--- src/rtl/pq_pkg.sv ---
// Package: beat types, status and mode codes, and ring control structs for the priority queue.
package pq_pkg;

  localparam int CodeBits  = 32;
  localparam int CountBits = 6;

  localparam logic MODE_ENQUEUE = 1'b0;
  localparam logic MODE_DEQUEUE = 1'b1;

  localparam logic [1:0] STATUS_OK    = 2'd0;
  localparam logic [1:0] STATUS_FULL  = 2'd1;
  localparam logic [1:0] STATUS_EMPTY = 2'd2;

  typedef struct packed {
    logic                mode;
    logic                is_priority;
    logic [CodeBits-1:0] code_in;
  } req_t;

  typedef struct packed {
    logic [CodeBits-1:0]  code_out;
    logic                 from_priority;
    logic [1:0]           status;
    logic [CountBits-1:0] total_count;
  } rsp_t;

  // Per-class ring commands, issued by the top level.
  typedef struct packed {
    logic push;
    logic pop;
  } ring_req_t;

  // Per-class ring occupancy flags.
  typedef struct packed {
    logic full;
    logic nonempty;
  } ring_flags_t;

endpackage

--- src/rtl/two_class_priority_queue_core.sv ---
// Top level: two-class strict-priority queue with one result beat per request beat.
//
//   channel | direction | payload       | handshake
//   req     | in        | pq_pkg::req_t | req_valid / req_ready
//   rsp     | out       | pq_pkg::rsp_t | rsp_valid / rsp_ready
//
// One request beat per cycle while req_ready is high; its result beat is valid the cycle after acceptance.
// The decision, pointer and count updates all settle at the accepting edge; the popped
// code comes out of the class store's registered read port at that same edge.
// Synchronous reset empties both classes; store contents are left as they are.
// req_ready drops only while a result beat waits and rsp_ready is low.
module two_class_priority_queue_core #(
  parameter int CLASS_DEPTH = 16,
  parameter int CODE_WIDTH  = 32
) (
  input  logic         clk,
  input  logic         rst,
  input  logic         req_valid,
  output logic         req_ready,
  input  pq_pkg::req_t req,
  output logic         rsp_valid,
  input  logic         rsp_ready,
  output pq_pkg::rsp_t rsp
);

  localparam int CW = $clog2(CLASS_DEPTH + 1);
  localparam int TW = CW + 1;

  logic                accept;
  logic                is_enq;
  logic                is_deq;
  pq_pkg::ring_req_t   p_req;
  pq_pkg::ring_req_t   r_req;
  pq_pkg::ring_flags_t p_flags;
  pq_pkg::ring_flags_t r_flags;
  logic [CW-1:0]       p_count;
  logic [CW-1:0]       r_count;
  logic [CODE_WIDTH-1:0] p_rdata;
  logic [CODE_WIDTH-1:0] r_rdata;
  logic [CODE_WIDTH-1:0] code_store;
  logic [TW-1:0]       total_after;
  logic [1:0]          status_next;

  // Result register (control part; the code sits in the stores' read registers).
  logic                               popped;
  logic                               from_priority;
  logic [1:0]                         status;
  logic [pq_pkg::CountBits-1:0]       total_count;

  // Ready whenever the result register is free or being emptied this cycle.
  assign req_ready = !rsp_valid || rsp_ready;
  assign accept    = req_valid && req_ready;

  assign is_enq = (req.mode == pq_pkg::MODE_ENQUEUE);
  assign is_deq = (req.mode == pq_pkg::MODE_DEQUEUE);

  // Strict priority: the priority class is served first on a dequeue.
  assign p_req.push = accept && is_enq && req.is_priority && !p_flags.full;
  assign r_req.push = accept && is_enq && !req.is_priority && !r_flags.full;
  assign p_req.pop  = accept && is_deq && p_flags.nonempty;
  assign r_req.pop  = accept && is_deq && !p_flags.nonempty && r_flags.nonempty;

  assign code_store = CODE_WIDTH'(req.code_in);

  // Occupancy after the operation; reported modulo 64.
  always_comb begin
    total_after = TW'(p_count) + TW'(r_count);
    if (p_req.push || r_req.push) begin
      total_after = total_after + TW'(1);
    end else if (p_req.pop || r_req.pop) begin
      total_after = total_after - TW'(1);
    end
  end

  always_comb begin
    status_next = pq_pkg::STATUS_OK;
    if (is_enq && !(p_req.push || r_req.push)) begin
      status_next = pq_pkg::STATUS_FULL;
    end else if (is_deq && !(p_req.pop || r_req.pop)) begin
      status_next = pq_pkg::STATUS_EMPTY;
    end
  end

  pq_ring #(
    .DEPTH (CLASS_DEPTH),
    .WIDTH (CODE_WIDTH)
  ) u_prio_ring (
    .clk   (clk),
    .rst   (rst),
    .req   (p_req),
    .wdata (code_store),
    .rdata (p_rdata),
    .count (p_count),
    .flags (p_flags)
  );

  pq_ring #(
    .DEPTH (CLASS_DEPTH),
    .WIDTH (CODE_WIDTH)
  ) u_reg_ring (
    .clk   (clk),
    .rst   (rst),
    .req   (r_req),
    .wdata (code_store),
    .rdata (r_rdata),
    .count (r_count),
    .flags (r_flags)
  );

  always_ff @(posedge clk) begin
    if (rst) begin
      rsp_valid <= 1'b0;
    end else if (accept) begin
      rsp_valid <= 1'b1;
    end else if (rsp_ready) begin
      rsp_valid <= 1'b0;
    end
  end

  always_ff @(posedge clk) begin
    if (accept) begin
      popped        <= p_req.pop || r_req.pop;
      from_priority <= p_req.pop;
      status        <= status_next;
      total_count   <= pq_pkg::CountBits'(total_after);
    end
  end

  // Code is zero unless a beat was actually dequeued.
  always_comb begin
    rsp.code_out      = '0;
    if (popped) begin
      rsp.code_out = from_priority ? pq_pkg::CodeBits'(p_rdata)
                                   : pq_pkg::CodeBits'(r_rdata);
    end
    rsp.from_priority = from_priority;
    rsp.status        = status;
    rsp.total_count   = total_count;
  end

endmodule

--- src/rtl/pq_ring.sv ---
// One class of the queue: ring store, read and write pointers, and occupancy count.
module pq_ring #(
  parameter int DEPTH = 16,
  parameter int WIDTH = 32
) (
  input  logic                       clk,
  input  logic                       rst,
  input  pq_pkg::ring_req_t          req,
  input  logic [WIDTH-1:0]           wdata,
  output logic [WIDTH-1:0]           rdata,
  output logic [$clog2(DEPTH+1)-1:0] count,
  output pq_pkg::ring_flags_t        flags
);

  localparam int AW = $clog2(DEPTH);
  localparam int CW = $clog2(DEPTH + 1);

  logic [WIDTH-1:0] store [DEPTH];
  logic [AW-1:0]    rd_ptr;
  logic [AW-1:0]    wr_ptr;
  logic [AW-1:0]    rd_ptr_next;
  logic [AW-1:0]    wr_ptr_next;
  logic [CW-1:0]    count_next;

  assign rd_ptr_next = (rd_ptr == AW'(DEPTH - 1)) ? '0 : rd_ptr + AW'(1);
  assign wr_ptr_next = (wr_ptr == AW'(DEPTH - 1)) ? '0 : wr_ptr + AW'(1);

  always_comb begin
    count_next = count;
    if (req.push && !req.pop) begin
      count_next = count + CW'(1);
    end else if (req.pop && !req.push) begin
      count_next = count - CW'(1);
    end
  end

  assign flags.full     = (count == CW'(DEPTH));
  assign flags.nonempty = (count != '0);

  // Store: one write port, one registered read port at the head.
  always_ff @(posedge clk) begin
    if (req.push) begin
      store[wr_ptr] <= wdata;
    end
    if (req.pop) begin
      rdata <= store[rd_ptr];
    end
  end

  always_ff @(posedge clk) begin
    if (rst) begin
      rd_ptr <= '0;
      wr_ptr <= '0;
      count  <= '0;
    end else begin
      if (req.push) begin
        wr_ptr <= wr_ptr_next;
      end
      if (req.pop) begin
        rd_ptr <= rd_ptr_next;
      end
      count <= count_next;
    end
  end

endmodule

--- config.mk ---
export PLATFORM = sky130hd
export DESIGN_NAME = two_class_priority_queue_core
export DESIGN_NICKNAME = d
export VERILOG_FILES = /design/src/rtl/pq_pkg.sv /design/src/rtl/two_class_priority_queue_core.sv /design/src/rtl/pq_ring.sv
export SDC_FILE = /design/constraint.sdc
export NUM_CORES = 1
export LEC_CHECK = 0
export ABC_CLOCK_PERIOD_IN_PS = 8500
export BUFFER_PORTS_ARGS = -buffer_cell sky130_fd_sc_hd__buf_2
export CORE_UTILIZATION = 40
export CTS_CLUSTER_SIZE = 8
export DETAILED_ROUTE_END_ITERATION = 10
export GPL_TIMING_DRIVEN = 1
export PLACE_DENSITY = 0.66
export SLEW_MARGIN = 20
export SYNTH_ARGS = -nofsm -noshare
export SYNTH_HDL_FRONTEND = slang
export SYNTH_SLANG_ARGS = --single-unit
--- constraint.sdc ---
create_clock -name clk -period 8.5 [get_ports clk]
set_input_delay 0.85 -clock clk [delete_from_list [all_inputs] [get_ports clk]]
set_output_delay 0.85 -clock clk [all_outputs]
set_load 0.03 [all_outputs]
==> impl.org, run 1 <==
** Yosys
- Post-synthesis share of cell area spent on full adders, half adders and majority gates :: 0.854%
- Basic-gate share of the synthesized area counting and, or, nand and nor cells :: 2.46%
- By area the synthesized netlist is led by edfxtp_1 (76%), mux4_2 (15%), mux2i_1 (1.6%).
- Number of register bits inferred by synthesis :: about 1.1k
- In the post-synthesis netlist, the cell with the most instances is edfxtp_1.
- Netlist area before placement :: 43,600 um^2
- Post-synthesis compound-gate area fraction :: under 10%
- The number of different library cells used by synthesis comes to 60.
- Synth Warn # :: 0
- Combinational family with the most area after synthesis :: multiplexers
- In the synthesized netlist the dominant register cell turns out to be edfxtp_1.
- The average instance in the mapped netlist occupies 22.2 um^2.
- Summing the areas of all xor and xnor instances in the mapped netlist gives less than 1% of the synthesized area.
- Post-synthesis sequential area ratio :: roughly 77%
- Share of synthesized area spent on multiplexers :: about 16%
- When the netlist entered floorplanning its net count stood at around 2k.
- After synthesis, the share of flip-flops with an asynchronous set or reset is 0%.
- The top cell type by area accounts for between 70% and 80% of the synthesized area.
- Number of flops mapped to enable cells by yosys :: about 1.1k
- Cell taking the most area after synthesis :: edfxtp_1
- Synthesis handed over a netlist of approximately 2k instances.
- Top cells by instance count after synthesis :: edfxtp_1 (1,098), mux4_2 (288), nor2b_1 (73)

** Power and ir drop
- Power spread over the standard cell area amounts to between 200 and 300 nW/um^2.
- Static leakage :: approximately 15 nW
- Internal power comes to a little over 10 mW.
- Sw Share :: between 20% and 30%
- VDD sags by at most ~0.00020 V.
- In this run, the clock network consumes 42.2% of the power.
- Switching component of the power :: a little over 3 mW
- Of the total power, registers draw between 40% and 50%.
- Relative contribution of combinational cells to total power :: 9.7%
- Total chip power :: 13.2 mW

** Layout
- Ratio of cells with drive above 1 in the final layout :: between 20 and 30%
- Final-stage net count :: roughly 2.2k
- Area growth from synthesis to layout :: 15.2%
- At the end of the flow the core is filled with cells to 46.7%.

** Global routing
- The number of antenna violations at the first check in global routing is 5.
- Entering global routing, the biggest net connects about 70 pins.
- Global routing finished with a remaining overflow of 0.
- In the global route stage, overall resource usage came out at 18.1%.
- Global routing used about a quarter of the available met1 tracks.
- Global routing used approximately 4.5% of the available met3 tracks.
- The first global-routing pass estimated about 150,000 um of wire.
- Global-route layer with the greatest usage :: met2
- The number of global-route vias before repair is 21.6k.
- For met2 alone, demand over resource in global routing was approximately 28%.

** Drt
- The detailed router placed a little over 20k vias in this run.
- Routed length per instance :: 27.6 um
- The pre-antenna-repair detailed-routing pass consisted of 5 iterations.
- DRT iter0 DRCs :: between 2k and 2.5k
- Post-detailed-routing wire length :: 99,200 um
- The detail route stage leaves a number of antenna-violating nets equal to 0.
- Vias per Instance :: about 5.8
- DRC errors left :: 0

** STA
- For the pin with the worst max-slew slack, the measured transition is around 1100 ps.
- Crit share post-route :: 42.7%
- Total negative slack :: 0 ps
- Tmin final :: approximately 3600 ps
- Achievable clock frequency :: 275 MHz
- The final hold violation count was 0.
- Final setup viols :: 0
- The tightest hold path in the finished design has a slack of 384 ps.
- The max-slew violation count was 0.
- Tightest slew margin relative to the limit :: between 20% and 30%
- Between clock sinks in the finished design, the worst skew comes to ~35 ps.
- RSZ-0062 raised after global routing :: no

** Critical path
- In this design, the largest share of critical-path delay is due to buffers and inverters.
- CP peak stage delay :: roughly 630 ps
- The worst setup path is launched from a register.
- For this design, the slowest cell found on the critical path is buf_4.
- STA classifies the critical path endpoint as an output port.
- The number of buffers and inverters on the critical path is 2.
- Signal arrival time at the worst endpoint :: ~2800 ps
- Worst-path maximum fanout :: 32
- For the worst setup path, the data required time is 7650 ps.
- The critical path in this run is classified as reg -> out.
- Ordered cell list for the critical path :: buf_4 > mux2i_1 > nor2b_1 > buf_2

** CTS
- TritonCTS created ~160 clock buffers.
- Cts repair resizes :: 0
- H-tree level count :: 4
- Clock-pin slew of the registers on the worst-case setup and hold paths :: roughly 50 ps
- Post-CTS Setup Bufs :: 0
- Counting every sink on the clock net gives about 1.1k.
- TritonCTS built the clock tree.
- The later pin in the worst-skew pair is clocked with a latency of roughly 750 ps.
- The clock passes through at most 3 buffers.
- Hold repair after CTS inserted 0 buffers.
- The tree is rooted in a clkbuf_16.

** Hold path
- The tightest min-delay check is of the in -> reg type.

** Job
- Max-capacitance violation count :: 0

** Die
- Measured along the y axis, the die boundary spans about 330 um.
- In this run the standard cell core region covers 108,000 um^2.
- Die footprint :: around 110,000 um^2
- In this run the core area contains 120 standard-cell rows.
- The initial utilization of the core area, before any placement, comes to 40.5%.
- Pin placement for this block handled a little over 80 I/O pins.
- Measured along the x axis, the die boundary spans between 300 and 400 um.

** Run status
- Outcome :: completed

** Place
- Input and output buffers added on the ports amount to 80.
- Detailed placement ended at an HPWL of between 50,000 and 60,000 um.
- Routability congestion estimate from global placement :: 0.785
[flip-flops by register name, summed over array words and instances (netlist names), 5 cells and up]
register,count
u_reg_ring.store,512
total_count,6
u_reg_ring.rdata,32
u_reg_ring.count,5
u_prio_ring.count,5
u_prio_ring.rdata,32
u_prio_ring.store,512
[power by group through the flow]
stage	Clock [mW]	Combinational [mW]	Sequential, mW
after global placement	0	1.26	6.43
after CTS	5.65	1.30	6.33
final	5.56	1.28	6.33
after detailed placement	0	1.29	6.43
after global routing	5.86	1.38	6.34
after floorplan	0	0.961	6.40
[worst reg2reg max path, cell delays in order, from the launching register on]
cell and delay [ps]:
dfxtp_1 370, or4_4 600, o211ai_1 530, ha_1 330, inv_1 110, ha_1 320, nor2b_1 160, o21a_1 180
or3_1 310, a21oi_1 170, mux2_2 350
[cell families (layout without fill, tap and decap cells)]
kind of cell    count (synthesis)  after routing
compound gates                116            116
other cells                     0              1
buf+inv                       121            346
xor+xnor                       17             17
simple gates                  197            197
mux                           358            358
flops                        1125           1125
fa+ha+maj                      28             28
[cell type report]
class                      instances  area [um^2]
multi-input combinational        716         9800
antenna                            1         2.50
clock buffer                     178         4050
clock inverter                    15          273
sequential                      1125        33500
timing repair buffer             135          813
inverter                          18         67.6
tap                             1403         1760
fill                            8585        57400
[final timing paths]
check | startpoint | end | slack (ps) | depth (start not counted)
setup reg to reg | u_prio_ring.count[0] | u_prio_ring.count[4] | 4950 | 10
setup / recovery | from_priority | rsp[27] | 4870 | 4
hold reg to reg | u_prio_ring.rd_ptr[3] | u_prio_ring.rd_ptr[3] | 510 | 2
hold / removal | req_valid | rsp_valid | 380 | 3
[metal layers]
| layer | vias to the layer above | share of wire, % |
|---|---|---|
| li1 | 8532 | - |
| met1 | 11200 | 43 |
| met2 | 881 | 47 |
| met3 | 129 | 8.4 |
| met4 | 4 | 1.7 |
| met5 | - | 0.027 |
[placed cells by master, fill, tap and decap left out, types with 8 or more instances in the layout]
| cell type | count |
|---|---|
| edfxtp_1 | 1098 |
| mux4_2 | 288 |
| clkbuf_16 | 159 |
| buf_2 | 80 |
| nor2b_1 | 73 |
| mux2i_1 | 68 |
| buf_4 | 55 |
| a21oi_1 | 52 |
| nor2_1 | 35 |
| a211oi_1 | 33 |
| ha_1 | 25 |
| nor2_4 | 24 |
| nand2_1 | 19 |
| clkbuf_1 | 19 |
| dfxtp_1 | 19 |
| inv_1 | 16 |
| xor2_1 | 9 |
| xnor2_1 | 8 |
[metrics by stage]
stage	setup slack, ps	cell area (um^2)	instances
3_5_place_dp	4530	46000	3397
5_1_grt	4670	50300	3590
4_1_cts	4860	50300	3590
6_report	4870	50300	3591
3_3_place_gp	4580	46000	3397
2_1_floorplan	3260	43600	1962
(Power assumes the default switching activity.)
==> run 2: changes to the inputs <==
--- a/config.mk
+++ b/config.mk
@@ -5,7 +5,7 @@
 export SDC_FILE = /design/constraint.sdc
 export NUM_CORES = 1
 export LEC_CHECK = 0
-export ABC_CLOCK_PERIOD_IN_PS = 8500
+export ABC_CLOCK_PERIOD_IN_PS = 3700
 export BUFFER_PORTS_ARGS = -buffer_cell sky130_fd_sc_hd__buf_2
 export CORE_UTILIZATION = 40
 export CTS_CLUSTER_SIZE = 8
==> constraint.sdc (replaced) <==
create_clock -name clk -period 3.7 [get_ports clk]
set_input_delay 0.37 -clock clk [delete_from_list [all_inputs] [get_ports clk]]
set_output_delay 0.37 -clock clk [all_outputs]
set_load 0.03 [all_outputs]
==> run 2 against run 1 <==
  * Final cell count up 1.1%
  * Global-route usage down 0.20 points
  * Register-to-register slack lost 4600 ps
  * Utilization is 0.49 points higher
  * Largest cell class unchanged
  * Largest power group unchanged
==> impl.org, run 2 (synthesis results as in run 1) <==
** Run status
- Outcome :: completed

** Critical path
- Reg2Reg Setup Slack :: 300 ps (-4650 ps)
- The endpoint identified for the worst register-to-register timing path is u_reg_ring.count[4].
- The count of cells along the worst register-to-register path was 12 (+2).
- The worst endpoint required time was 4310 ps (-3340 ps).
- In this run the critical register-to-register path is launched from rsp_valid.
- The worst setup path is captured at a register.
- Setup Crit Path Kind :: reg -> reg
- The signal arrival time at the worst endpoint was 4010 ps (+1230 ps).
- The critical-path maximum fanout is 7 (-78%).
- Critical path startpoint category :: register
- The most critical setup path has its startpoint at rsp_valid.
- In this run the worst setup path terminates at u_reg_ring.count[4].

** STA
- Achievable clock frequency :: between 200 and 300 MHz
- Crit share post-route :: 91.9%
- Largest clock skew in the final design :: 29.5 ps (-5.91 ps)
- Setup repair after global routing left no endpoint under its margin.
- Tightest slew margin relative to the limit :: 28.2% (+1.7 points)
- Transition at the pin with the smallest max-transition slack :: 1080 ps (-25.2 ps)
- The max-slew violation count is 0 (unchanged).
- Total count of hold-check failures in the final report :: 0 (unchanged)
- The worst path needs about 3400 ps of the cycle, external delays included.
- The final-report setup violation count is 0 (unchanged).
- The setup TNS after final layout came to 0 ps (unchanged).

** Power and ir drop
- The ratio of total power to cell area was 596 nW/um^2 (+130%).
- The internal power component is 23.5 mW (+130%).
- Static leakage :: 15.7 nW (+1.4%)
- Switching component of the power :: 6.82 mW (+130%)
- The portion of total power attributed to sequential cells is 48.0% (about the same).
- The maximum vdd drop came to 0.000345 V (+76%).
- Relative contribution of combinational cells to total power :: 10.1% (+0.4 points)
- The clock share of power was 41.9% (-0.3 points).
- The switching part of the total power was 22.5% (-0.46 points).

** Global routing
- The number of antenna violations at the first check in global routing was 6 (+1).
- Global-route wire length before repair :: 144,000 um (-1.2%)
- Total track usage :: 17.9% (-0.20 points)
- Largest net degree at the start of global routing :: 68 (unchanged)
- Overflow after GRT :: 0 (unchanged)
- The number of global-route vias before repair is 21.7k (+0.59%).

** Layout
- The fraction of final layout cells sized beyond drive strength 1 is 31.1% (+1.2 points).
- The number of non-filler instances in the completed layout came to 3,630 (+1.1%).
- Post-Layout Inst Area :: 50,800 um^2 (+1.1%)
- In the layout the commonest cells are edfxtp_1 (1,098), mux4_2 (288), clkbuf_16 (163).
- From synthesis to final layout, the design area changed by 16.5%.
- Final-stage net count :: 2,261 (+1.8%)
- Final core utilization :: 47.2% (+0.49 points)
- Most frequent standard cell in the layout excluding fill and tap cells :: edfxtp_1
- Top Registers :: u_prio_ring.store: 512 flops, u_reg_ring.store: 512 flops

** Place
- Post-detailed-placement half-perimeter wirelength :: 58,400 um (+9.7%)
- The routability-driven placement congestion ratio is 0.817 (+4.1%).
- The total placed instance area is 46,500 um^2 (+1.2%).
- PortBufs :: 80 (unchanged)
- The placed cell count was 3,436 (+1.1%).

** CTS
- Post-CTS Setup Bufs :: 0 (unchanged)
- Num CTS Buffers :: 158 (unchanged)
- Root Buffer :: clkbuf_16
- The clock latency at the later pin of the worst-skew pair is 720 ps (-30 ps).
- TritonCTS clock tree :: built
- The clock-pin slew reported for the worst setup and hold paths after clock tree synthesis is 50 ps (about the same).
- The H-tree depth is 4 (unchanged).
- CTS sink count :: 1,125 (unchanged)
- Number of buffers between clock root and the deepest sink :: 3 (unchanged)

** Drt
- The first-pass iteration count of the detailed router came to 5 (unchanged).
- Routed length per instance :: 26.9 um (-2.7%)
- The remaining number of nets flagged by the antenna check after routing came to 0 (unchanged).
- Total via count in the routed design :: 20.5k (-0.83%)
- DRC errors left :: 0 (unchanged)
- The routed wire length was 97,600 um (-1.6%).
- DRT iter0 DRCs :: 2,010 (-2.9%)
- Vias per Instance :: 5.66 (-1.9%)

** Job
- The number of maximum-capacitance violations is 0 (unchanged).

** Hold path
- Hold WC Path Type :: in -> reg

** Die
- Die footprint :: 110,000 um^2 (unchanged)
- Horiz. Die Dim :: 332 um (unchanged)
- Core Footprint :: 108,000 um^2 (unchanged)
- The vertical die dimension came to 332 um (unchanged).
- Boundary Pins :: 81 (unchanged)
- Row cnt :: 120 (unchanged)
- Effective utilization at floorplan :: 40.5% (unchanged)
==> run 2: layer usage <==
layer / wire [um] / global-route usage (%) / share of wire [%] / vias up
li1: - / - / - / 8615
met1: 42200 / 25.1 / 43 / 11000
met2: 46500 / 28.3 / 48 / 806
met3: 7090 / 3.82 / 7.3 / 145
met4: 1870 / 5.35 / 1.9 / 4
met5: 27 / 0 / 0.028 / -
==> run 2: worst min path at each step <==
stage,start,to,slack [ps],cells after the start
global placement,u_reg_ring.count[3],u_reg_ring.count[3],560,2
detailed placement,u_prio_ring.count[2],u_prio_ring.count[2],590,2
finish,rsp_ready,rsp_valid,60,4
CTS,rsp_ready,rsp_valid,2,4
floorplan,req[0],u_prio_ring.store[0][0],470,0
global route,rsp_ready,rsp_valid,80,4
==> run 2: repair_timing <==
item                      4_1_cts  5_1_grt
hold endpoints to repair        3        0
hold buffers                    2        0
resized for setup               0        0
==> run 2: worst max-delay path, cell delays in order (launching register included) <==
cell,delay (ps)
dfxtp_1,330
nor2b_1,480
inv_1,240
and2_1,250
o211ai_4,140
ha_1,270
inv_1,100
ha_1,310
nor2b_1,150
o21a_1,170
or3_1,300
a21oi_1,180
mux2_2,340
==> run 2: power by group through the flow <==
stage	Sequential (mW)	Clock [mW]	Combinational (mW)
floorplan	14.7	0	2.21
CTS	14.5	12.9	3.10
global route	14.6	13.4	3.29
global placement	14.8	0	3.02
detailed placement	14.8	0	3.09
finish	14.5	12.7	3.06
==> run 2: through the flow <==
step / worst slack (ps) / hold slack, ps / power, mW
floorplan: 161 / 469 / 16.9
detailed placement: 272 / 587 / 17.9
CTS: 350 / 2.05 / 30.6
finish: 301 / 55.3 / 30.3
global placement: 305 / 557 / 17.8
global route: 116 / 84.2 / 31.3
==> run 2: area by class of cell <==
class                      count  area, um^2
tap                         1403        1760
antenna                        2        5.00
sequential                  1125       33500
timing repair buffer         176        1310
clock inverter                10         156
fill                        8518       56800
inverter                      18        67.6
multi-input combinational    716        9850
clock buffer                 180        4140
